## src/rtl/bba_pkg.sv

```systemverilog
`default_nettype none
// ----------------------------------------------------------------------------
// bba_pkg
// Shared types, constants and helpers for the buddy block allocator.
// ----------------------------------------------------------------------------
package bba_pkg;

    localparam int TOTAL_LOG2 = 16;
    localparam int MIN_LOG2   = 4;
    localparam int DEPTH      = TOTAL_LOG2 - MIN_LOG2;
    localparam int NODE_COUNT = (2 << DEPTH) - 1;
    localparam int ADDR_W     = DEPTH + 1;
    localparam int POS_W      = (DEPTH > 0) ? DEPTH : 1;
    localparam int LVL_W      = 4;
    localparam int K_W        = 5;
    localparam int OFF_W      = 16;
    localparam int SIZE_W     = 17;

    typedef enum logic [1:0] {
        NODE_ABSENT = 2'd0,
        NODE_FREE   = 2'd1,
        NODE_ALLOC  = 2'd2,
        NODE_SPLIT  = 2'd3
    } node_st_t;

    typedef enum logic [1:0] {
        STAT_OK       = 2'd0,
        STAT_NO_FREE  = 2'd1,
        STAT_TOO_BIG  = 2'd2,
        STAT_UNKNOWN  = 2'd3
    } status_t;

    typedef struct packed {
        logic                  wr_en;
        logic [ADDR_W-1:0]     addr;
        node_st_t              wdata;
    } node_req_t;

    typedef struct packed {
        status_t               status;
        logic [OFF_W-1:0]      offset;
        logic [LVL_W-1:0]      level;
    } result_t;

    // heap-style index of node (level, position)
    function automatic logic [ADDR_W-1:0] node_addr(input logic [LVL_W-1:0] lvl,
                                                    input logic [POS_W-1:0] pos);
        logic [ADDR_W-1:0] base;
        base = (ADDR_W'(1) << lvl) - ADDR_W'(1);
        return base + ADDR_W'(pos);
    endfunction

    // log2 of the size rounded up to a power of two; zero counts as one
    function automatic logic [K_W-1:0] size_log2(input logic [SIZE_W-1:0] size);
        logic [SIZE_W-1:0] s1;
        logic [K_W-1:0]    k;
        s1 = (size == '0) ? '0 : size - SIZE_W'(1);
        k  = '0;
        for (int i = 0; i < SIZE_W; i++) begin
            if (s1[i]) k = K_W'(i + 1);
        end
        return k;
    endfunction

endpackage
`default_nettype wire

```

## src/rtl/bba_ctrl.sv

```systemverilog
`default_nettype none
// ----------------------------------------------------------------------------
// bba_ctrl
// Sequencer: clearing pass, free-block search, split, release and merge,
// all through the one node store port, with a shared shift unit.
// ----------------------------------------------------------------------------
module bba_ctrl (
    input  wire logic                         aclk,
    input  wire logic                         aresetn,
    input  wire logic                         start,
    input  wire logic                         mode,
    input  wire logic [bba_pkg::SIZE_W-1:0]   req_size,
    input  wire logic [bba_pkg::OFF_W-1:0]    block_offset,
    output logic                              idle,
    input  wire logic                         out_free,
    output logic                              done,
    output bba_pkg::result_t                  result,
    output bba_pkg::node_req_t                ram_req,
    input  wire bba_pkg::node_st_t            ram_rd
);
    import bba_pkg::*;

    typedef enum logic [4:0] {
        S_CLEAR, S_IDLE,
        S_A_RD, S_A_CHK, S_SPLIT_P, S_SPLIT_L, S_SPLIT_R, S_A_GRANT,
        S_F_RD, S_F_CHK, S_F_REL,
        S_M_RD, S_M_CHK, S_M_A, S_M_B, S_M_UP,
        S_RESP
    } state_t;

    state_t            state_reg, state_next;
    logic [ADDR_W-1:0] clr_reg, clr_next;
    logic [LVL_W-1:0]  lvl_reg, lvl_next;
    logic [LVL_W-1:0]  target_reg, target_next;
    logic [LVL_W-1:0]  orig_reg, orig_next;
    logic [POS_W-1:0]  pos_reg, pos_next;
    logic [K_W-1:0]    k_reg, k_next;
    logic [OFF_W-1:0]  off_reg, off_next;
    result_t           res_reg, res_next;

    logic [K_W-1:0]    k_req;
    logic [K_W-1:0]    blog;
    logic [OFF_W-1:0]  off_mask;
    logic              aligned;
    logic [POS_W-1:0]  off_pos;
    logic [POS_W-1:0]  last_pos;
    logic [POS_W-1:0]  buddy_pos;

    // shared shift unit: block size of the current level against the offset
    always_comb begin
        blog     = K_W'(TOTAL_LOG2) - K_W'(lvl_reg);
        off_mask = OFF_W'((17'd1 << blog) - 17'd1);
        aligned  = (off_reg & off_mask) == '0;
        off_pos  = POS_W'(off_reg >> blog);
        last_pos = POS_W'((13'd1 << lvl_reg) - 13'd1);
        buddy_pos = pos_reg ^ POS_W'(1);
        k_req    = size_log2(req_size);
        if (k_req < K_W'(MIN_LOG2)) k_req = K_W'(MIN_LOG2);
    end

    always_comb begin
        state_next  = state_reg;
        clr_next    = clr_reg;
        lvl_next    = lvl_reg;
        target_next = target_reg;
        orig_next   = orig_reg;
        pos_next    = pos_reg;
        k_next      = k_reg;
        off_next    = off_reg;
        res_next    = res_reg;
        ram_req.wr_en = 1'b0;
        ram_req.addr  = node_addr(lvl_reg, pos_reg);
        ram_req.wdata = NODE_FREE;

        unique case (state_reg)
            S_CLEAR: begin
                ram_req.wr_en = 1'b1;
                ram_req.addr  = clr_reg;
                ram_req.wdata = (clr_reg == '0) ? NODE_FREE : NODE_ABSENT;
                clr_next      = clr_reg + ADDR_W'(1);
                if (clr_reg == ADDR_W'(NODE_COUNT - 1)) state_next = S_IDLE;
            end
            S_IDLE: begin
                if (start) begin
                    off_next = block_offset;
                    lvl_next = '0;
                    pos_next = '0;
                    if (mode) begin
                        state_next = S_F_RD;
                    end else if (k_req > K_W'(TOTAL_LOG2)) begin
                        res_next   = '{status: STAT_TOO_BIG, offset: '0, level: '0};
                        state_next = S_RESP;
                    end else begin
                        k_next      = k_req;
                        target_next = LVL_W'(K_W'(TOTAL_LOG2) - k_req);
                        lvl_next    = LVL_W'(K_W'(TOTAL_LOG2) - k_req);
                        state_next  = S_A_RD;
                    end
                end
            end
            S_A_RD: state_next = S_A_CHK;
            S_A_CHK: begin
                if (ram_rd == NODE_FREE) begin
                    state_next = (lvl_reg < target_reg) ? S_SPLIT_P : S_A_GRANT;
                end else if (pos_reg == last_pos) begin
                    if (lvl_reg == '0) begin
                        res_next   = '{status: STAT_NO_FREE, offset: '0, level: '0};
                        state_next = S_RESP;
                    end else begin
                        lvl_next   = lvl_reg - LVL_W'(1);
                        pos_next   = '0;
                        state_next = S_A_RD;
                    end
                end else begin
                    pos_next   = pos_reg + POS_W'(1);
                    state_next = S_A_RD;
                end
            end
            S_SPLIT_P: begin
                ram_req.wr_en = 1'b1;
                ram_req.wdata = NODE_SPLIT;
                lvl_next      = lvl_reg + LVL_W'(1);
                pos_next      = pos_reg << 1;
                state_next    = S_SPLIT_L;
            end
            S_SPLIT_L: begin
                ram_req.wr_en = 1'b1;
                state_next    = S_SPLIT_R;
            end
            S_SPLIT_R: begin
                ram_req.wr_en = 1'b1;
                ram_req.addr  = node_addr(lvl_reg, buddy_pos);
                state_next    = (lvl_reg < target_reg) ? S_SPLIT_P : S_A_GRANT;
            end
            S_A_GRANT: begin
                ram_req.wr_en = 1'b1;
                ram_req.wdata = NODE_ALLOC;
                res_next   = '{status: STAT_OK,
                               offset: OFF_W'(17'(pos_reg) << k_reg),
                               level: target_reg};
                state_next = S_RESP;
            end
            S_F_RD: begin
                ram_req.addr = node_addr(lvl_reg, off_pos);
                pos_next     = off_pos;
                if (aligned) begin
                    state_next = S_F_CHK;
                end else if (lvl_reg == LVL_W'(DEPTH)) begin
                    res_next   = '{status: STAT_UNKNOWN, offset: '0, level: '0};
                    state_next = S_RESP;
                end else begin
                    lvl_next = lvl_reg + LVL_W'(1);
                end
            end
            S_F_CHK: begin
                if (ram_rd == NODE_ALLOC) begin
                    orig_next  = lvl_reg;
                    state_next = S_F_REL;
                end else if (lvl_reg == LVL_W'(DEPTH)) begin
                    res_next   = '{status: STAT_UNKNOWN, offset: '0, level: '0};
                    state_next = S_RESP;
                end else begin
                    lvl_next   = lvl_reg + LVL_W'(1);
                    state_next = S_F_RD;
                end
            end
            S_F_REL: begin
                ram_req.wr_en = 1'b1;
                res_next   = '{status: STAT_OK, offset: off_reg, level: orig_reg};
                state_next = (lvl_reg == '0) ? S_RESP : S_M_RD;
            end
            S_M_RD: begin
                ram_req.addr = node_addr(lvl_reg, buddy_pos);
                state_next   = S_M_CHK;
            end
            S_M_CHK: state_next = (ram_rd == NODE_FREE) ? S_M_A : S_RESP;
            S_M_A: begin
                ram_req.wr_en = 1'b1;
                ram_req.wdata = NODE_ABSENT;
                state_next    = S_M_B;
            end
            S_M_B: begin
                ram_req.wr_en = 1'b1;
                ram_req.addr  = node_addr(lvl_reg, buddy_pos);
                ram_req.wdata = NODE_ABSENT;
                lvl_next      = lvl_reg - LVL_W'(1);
                pos_next      = pos_reg >> 1;
                state_next    = S_M_UP;
            end
            S_M_UP: begin
                ram_req.wr_en = 1'b1;
                state_next    = (lvl_reg == '0) ? S_RESP : S_M_RD;
            end
            S_RESP: begin
                if (out_free) state_next = S_IDLE;
            end
            default: state_next = S_IDLE;
        endcase
    end

    always_ff @(posedge aclk) begin
        if (!aresetn) begin
            state_reg <= S_CLEAR;
            clr_reg   <= '0;
        end else begin
            state_reg <= state_next;
            clr_reg   <= clr_next;
        end
        lvl_reg    <= lvl_next;
        target_reg <= target_next;
        orig_reg   <= orig_next;
        pos_reg    <= pos_next;
        k_reg      <= k_next;
        off_reg    <= off_next;
        res_reg    <= res_next;
    end

    assign idle   = (state_reg == S_IDLE);
    assign done   = (state_reg == S_RESP) && out_free;
    assign result = res_reg;

endmodule
`default_nettype wire

```

## config.mk

```make
export PLATFORM = sky130hd
export DESIGN_NAME = bba_ctrl
export DESIGN_NICKNAME = d
export VERILOG_FILES = /design/src/rtl/bba_pkg.sv /design/src/rtl/bba_ctrl.sv
export SDC_FILE = /design/constraint.sdc
export NUM_CORES = 1
export LEC_CHECK = 0
export CAP_MARGIN = 10
export CORE_MARGIN = 10
export CORE_UTILIZATION = 60
export DETAILED_ROUTE_END_ITERATION = 10
export DONT_BUFFER_PORTS = 1
export MAX_ROUTING_LAYER = met4
export PLACE_DENSITY = 0.79
export SYNTH_ARGS = -nofsm -noshare
export SYNTH_HDL_FRONTEND = slang
export SYNTH_SLANG_ARGS = --single-unit
export TNS_END_PERCENT = 50
```

## constraint.sdc

```tcl
create_clock -name aclk -period 5.75 [get_ports aclk]
set_clock_uncertainty 0.1 [all_clocks]
set_input_delay 0 -clock aclk [delete_from_list [all_inputs] [get_ports aclk]]
set_output_delay 0 -clock aclk [all_outputs]
set_load 0.005 [all_outputs]
```

; ---- After elaboration in Yosys (flattened, before gate mapping)
; Index checks and enable logic that the tools add are counted.
[word_totals]
reg_bits = 85
in_bits = 40
output_inout_bits = 40
word_cells = 153
[classes]
addsub = 13
magnitude_cmp = 3
n_eq_ne = 34
shifts = 4
n_mux = 64
bitwise = 4
n_reduce_logical = 20
[ops]
columns = cell, count
row1 = $mux 22, 9
row2 = $mux 5, 29
row3 = $pmux 22 s6, 1
row4 = $pmux 5 s16, 1
row5 = $pmux 12 s5, 1
row6 = $mux 12, 4
row7 = $eq 5x4->1 const B, 8
row8 = $add 13x12->13, 3
row9 = $pmux 13 s3, 1
row10 = $mux 4, 9
row11 = $pmux 4 s6, 1
row12 = $eq 5x3->1 const B, 4
row13 = $ne 2x2->1 const B, 10
row14 = $logic_not 17->1, 1
row15 = $mux 17, 1
row16 = $sub 17x1->17 const B, 1
row17 = $and 16x16->16, 1
row18 = $logic_not 16->1, 1
row19 = $shl 1x5->16 const A, 1
row20 = $shl 12x5->16, 1
row21 = $shr 16x5->12, 1
row22 = $sub 16x1->16 const B, 1
row23 = $add 13x1->13 const B, 1
row24 = $eq 13x13->1 const B, 1
row25 = 37 further kinds, 50

; ---- Longest topological paths before layout
[depth]
word_depth = 26
ltp_mapped = 23
depth_no_buf = 21

; ---- Least setup slack after synthesis
; OpenSTA, ideal clock, no wires.
[synth_timing]
kind = register -> register
start = register lvl_reg[0]
end = register res_reg, in the netlist result[0] (enable)
setup_ns = 0.429
t_arrival_ns = 5.353
t_required_ns = 5.221
path_slack_ns = -0.132
stages_incl_launch_ff = 17
n_path_buf = 3
synth_period_minus_slack_ns = 5.882
cell_sequence = edfxtp_1 -> buf_2 -> clkinv_1 -> ha_1 -> ha_1 -> clkbuf_1 -> nand2b_1 -> ha_1 -> buf_2 -> nor2b_1 -> mux2i_1 -> mux2i_1 -> a211oi_1 -> nand3_1 -> o41ai_1 -> nand2_1 -> nor3_1
[synth_between]
elab_chain_len = 7
elab_cells_between_ends = 13
classes_between = add/sub: 3 / eq/ne: 4 / shift: 2 / bitwise: 1 / reduce/logical: 3
[synth_rtl]
columns = item, line_no
row1 = from (decl), bba_ctrl.sv:33  ; logic [LVL_W-1:0] lvl_reg, lvl_next;
row2 = from (signal assigned), bba_ctrl.sv:209  ; lvl_reg <= lvl_next;
row3 = $sub 5x4->5, bba_ctrl.sv:51  ; blog = K_W'(TOTAL_LOG2) - K_W'(lvl_reg);
row4 = $shl 1x5->16, bba_ctrl.sv:52  ; off_mask = OFF_W'((17'd1 << blog) - 17'd1);
row5 = $sub 16x1->16, bba_ctrl.sv:52
row6 = $and 16x16->16, bba_ctrl.sv:53  ; aligned = (off_reg & off_mask) == '0;
row7 = $logic_not 16->1, bba_ctrl.sv:53
row8 = $ne 2x2->1 (no line), -
row9 = $reduce_and 9->1 (no line) (*), -
row10 = to (signal assigned), bba_ctrl.sv:215  ; res_reg <= res_next;
row11 = to (decl), bba_ctrl.sv:39  ; result_t res_reg, res_next;
; Every way passes the cells marked *; elsewhere a longest branch is shown, timed or not.
; A chain may end at the register's enable or synchronous reset.

==> results.md <==
- Status: finished, final reports clean
- Wire per inst: 21.01 um
- Global-route wire length before repair: 41,060 um
- Syn Inst Count: 1,058
- Register area: 2342 sq um
- Full die area: 19,310 sq um
- Sw frac: 35.80%
- Yosys warning count: 0
- R2r setup slk: 0.54 ns
- CP max FO: 22
- Worst ir drop on vdd: 0.1435 mV
- Crit Path Class: reg -> out
- Via/cell ratio: 6.954
- GR Util All Layers: 25.99%
- Fraction of layout instances using a drive strength above 1: 6.990%
- Max-cap viol count: 0
- TNS Setup: 0 ns
- Cell Pwr Density: 224.0 nW/um^2
- Routed WL: 25,420 um
- Fin cells: 1,210
- Top cell type's share of synthesized area: 23.34%
- EDFF count, synth: 66
- H-Tree Depth: 3
- Main synth FF type: edfxtp_1
- Pleak: 3.351 nW
- Gr busiest metal: met2
- Worst-path clk slew: 0.07 ns
- Final Hold Violating Endpoints: 0
- Fill cells: 1,200
- Worst Path Arrival: 5.19 ns
- Reg2Reg Capture Point: result[3]
- Syn nets: 1,132
- CP Capture Type: primary output
- Routed vias: 8,414
- DR pass1 iterations: 6
- Hold Path Depth: 2
- Met1 Use GR: 32.33%
- Area of the multi-input gates: 5685 sq um
- Achievable frequency: 0.1891 GHz
- Fin nets: 1,099
- CTS Buf Count: 9
- RSZ-0062 raised after global routing: false
- Largest area contributor in the netlist: edfxtp_1
- Post-route minimum period: 5.288 ns
- Yosys reg bits: 84
- Num ports: 80
- Met3 GRT Util: 5.514%
- Mapped Area: 8491 sq um
- IO buf count: 0
- Core area: 13,880 sq um
- Pin count of the biggest net entering global routing: 27
- TritonCTS clock tree: done
- Sequential-to-total area share from yosys stat: 27.59%
- Worst-Skew Late Latency: 0.36 ns
- Die Y-Extent: 139.0 um
- Setup repair bufs after CTS: 0
- Remaining antenna violation count: 0
- Vias in the first global route: 7,809
- GR met2 Demand/Resource: 40.07%
- Worst path required time: 5.65 ns
- Seq pwr share: 37.0%
- Synth top area cells: edfxtp_1 (23%), ha_1 (4.7%), dfxtp_1 (4.2%)
- Drt initial violations: 1,118
- Routability cong.: 1.016
- Worst reg2reg path depth: 11
- Finished Cell Area: 9094 sq um
- Clock Sinks: 84
- Clock Tree Root: clkbuf_16
- Internal: 1.308 mW
- FFs w/ async S/R, synth: 0%
- WHS Endpoint: orig_reg[1]
- Setup violators final: 0
- Die Width: 139.0 um
- Dpl hpwl: 18,520 um
- ANT cells: 0
- Rel. slew slack: 26.30%
- Synth Area per Inst: 8.025 sq um
- Fin crit share: 91.96%
- Synth unique cells: 81
- Hold Path Class: in -> reg
- Gr ovfl total: 0
- Row cnt: 43
- CP startpoint kind: register
- Psw: 0.7290 mW
- Flip-flop count of the largest register after layout: 22
- DP Area: 8528 sq um
- Hold Crit Start: ram_rd[0]
- Clock power share: 31.1%
- Logic pwr share: 31.9%
- CTS Buffer Depth: 2
- Tightest Pin Transition: 1.102 ns
- Final slew viol count: 0
- Worst R2R Start: lvl_reg[1]
- Placed Cells: 1,170
- Initial core utilization: 61.17%
- Synth-to-Final Area Change: 7.103%
- # DRC: 0
- Initial antenna violation count: 0
kinds of logic (layout without fill, tap and decap cells):
family	after synthesis	in the layout	synth area share, %
buffers and inverters	125	97	5.880
AND/OR/NAND/NOR	405	405	24.58
AO/OA/AOI/OAI	313	313	24.86
multiplexers	41	41	5.968
XOR/XNOR	56	56	5.939
flip-flops	84	84	27.59
adder cells (fa/ha/maj)	34	34	5.187
Yosys cell counts, types with 10 or more instances:
cell type,count
nand2_1,92
nor2_1,83
a21oi_1,67
o21ai_0,67
edfxtp_1,66
clkbuf_1,59
inv_1,38
nand3_1,35
ha_1,32
nor3_1,32
xnor2_1,30
mux2i_1,27
nor2b_1,27
xor2_1,25
a22o_1,22
nor4_1,20
and3_1,18
dfxtp_1,18
a31oi_1,17
and2_1,17
buf_1,13
nand2b_1,13
nand4_1,13
o211ai_1,13
or3_1,13
a211oi_1,12
a22oi_1,12
buf_2,12
o21a_1,12
or2_2,11
a21o_1,10
cell type report:
type,count,share of cell area (%)
inverters,39,1.610
multi-input cells,849,62.52
clock inverters,7,1.032
clock buffers,9,2.477
well taps,180,2.477
flip-flops and latches,84,25.76
repair buffers,42,4.128
worst max-delay path, cell delays in order, from the launching register on:
cell and delay (ns):
edfxtp_1 0.56, inv_1 0.15, ha_1 0.29, ha_1 0.73
inv_1 0.37, mux2i_1 0.22, a211oi_1 0.39, a21o_1 0.16
inv_1 0.06, fa_1 0.43, nor2b_1 0.12, o21ai_0 0.12
a21boi_0 0.45, o211ai_1 0.19, a31oi_1 0.23, xor2_1 0.10
o21ai_0 0.25
cells in the final DEF (no fill, tap or decap), types with 9 or more instances in the layout:
| master | n |
|---|---|
| o22ai_1 | 9 |
| o21a_1 | 12 |
| xnor2_1 | 30 |
| nand3_1 | 35 |
| a22o_1 | 22 |
| a21oi_1 | 67 |
| o211ai_1 | 13 |
| mux2i_1 | 27 |
| nor4_1 | 20 |
| clkbuf_16 | 9 |
| o31ai_1 | 9 |
| or2_2 | 11 |
| a22oi_1 | 12 |
| xor2_1 | 25 |
| buf_4 | 18 |
| nand4_1 | 13 |
| nor3_1 | 30 |
| or3_1 | 13 |
| and3_1 | 18 |
| ha_1 | 32 |
| inv_1 | 38 |
| nor2_1 | 83 |
| edfxtp_1 | 66 |
| o21ai_0 | 67 |
| a211oi_1 | 12 |
| nand2b_1 | 13 |
| dfxtp_1 | 18 |
| a21o_1 | 10 |
| a31oi_1 | 17 |
| dlygate4sd3_1 | 24 |
| nor2b_1 | 27 |
| nand2_1 | 92 |
| and2_1 | 17 |
timing repair:
item,in CTS,in global routing
endpoints found under the hold margin,50,0
hold buffers,24,0
endpoints found under the setup margin,0,4
gates resized for setup,0,1
worst max-delay path by stage:
stage                     from          end  slack (ns)
finish              lvl_reg[1]  ram_req[14]        0.46
global route        lvl_reg[1]  ram_req[14]        0.07
CTS                 lvl_reg[1]   lvl_reg[0]        0.32
detailed placement  lvl_reg[1]   lvl_reg[3]        0.38
global placement    lvl_reg[1]   lvl_reg[2]        0.65
floorplan           lvl_reg[0]    result[0]        0.52
power groups by stage:
stage | clock, mW | combinational, mW | sequential [mW]
6_report | 0.632 | 0.650 | 0.754
5_1_grt | 0.666 | 0.715 | 0.759
4_1_cts | 0.635 | 0.636 | 0.753
3_5_place_dp | 0 | 0.614 | 0.766
3_3_place_gp | 0 | 0.610 | 0.764
2_1_floorplan | 0 | 0.516 | 0.726
per-layer routing:
metal	vias up	share of wire, %	wire, um
met2	554	47	11900
met5	-	0	0
met3	82	11	2739
met1	3884	39	9965
li1	3894	-	-
met4	0	3.2	818
per-stage QoR:
step,setup WS (ns),power [mW],hold slack (ns),utilization (%)
3_5_place_dp,0.3806,1.380,-0.001053,61.44
6_report,0.4621,2.037,0.01370,65.51
2_1_floorplan,0.5151,1.242,-0.001131,-
5_1_grt,0.07256,2.140,0.04552,65.51
4_1_cts,0.3159,2.023,0.009158,65.47
3_3_place_gp,0.6523,1.374,-0.001048,61.44
Power figures use the tool's default switching activity.
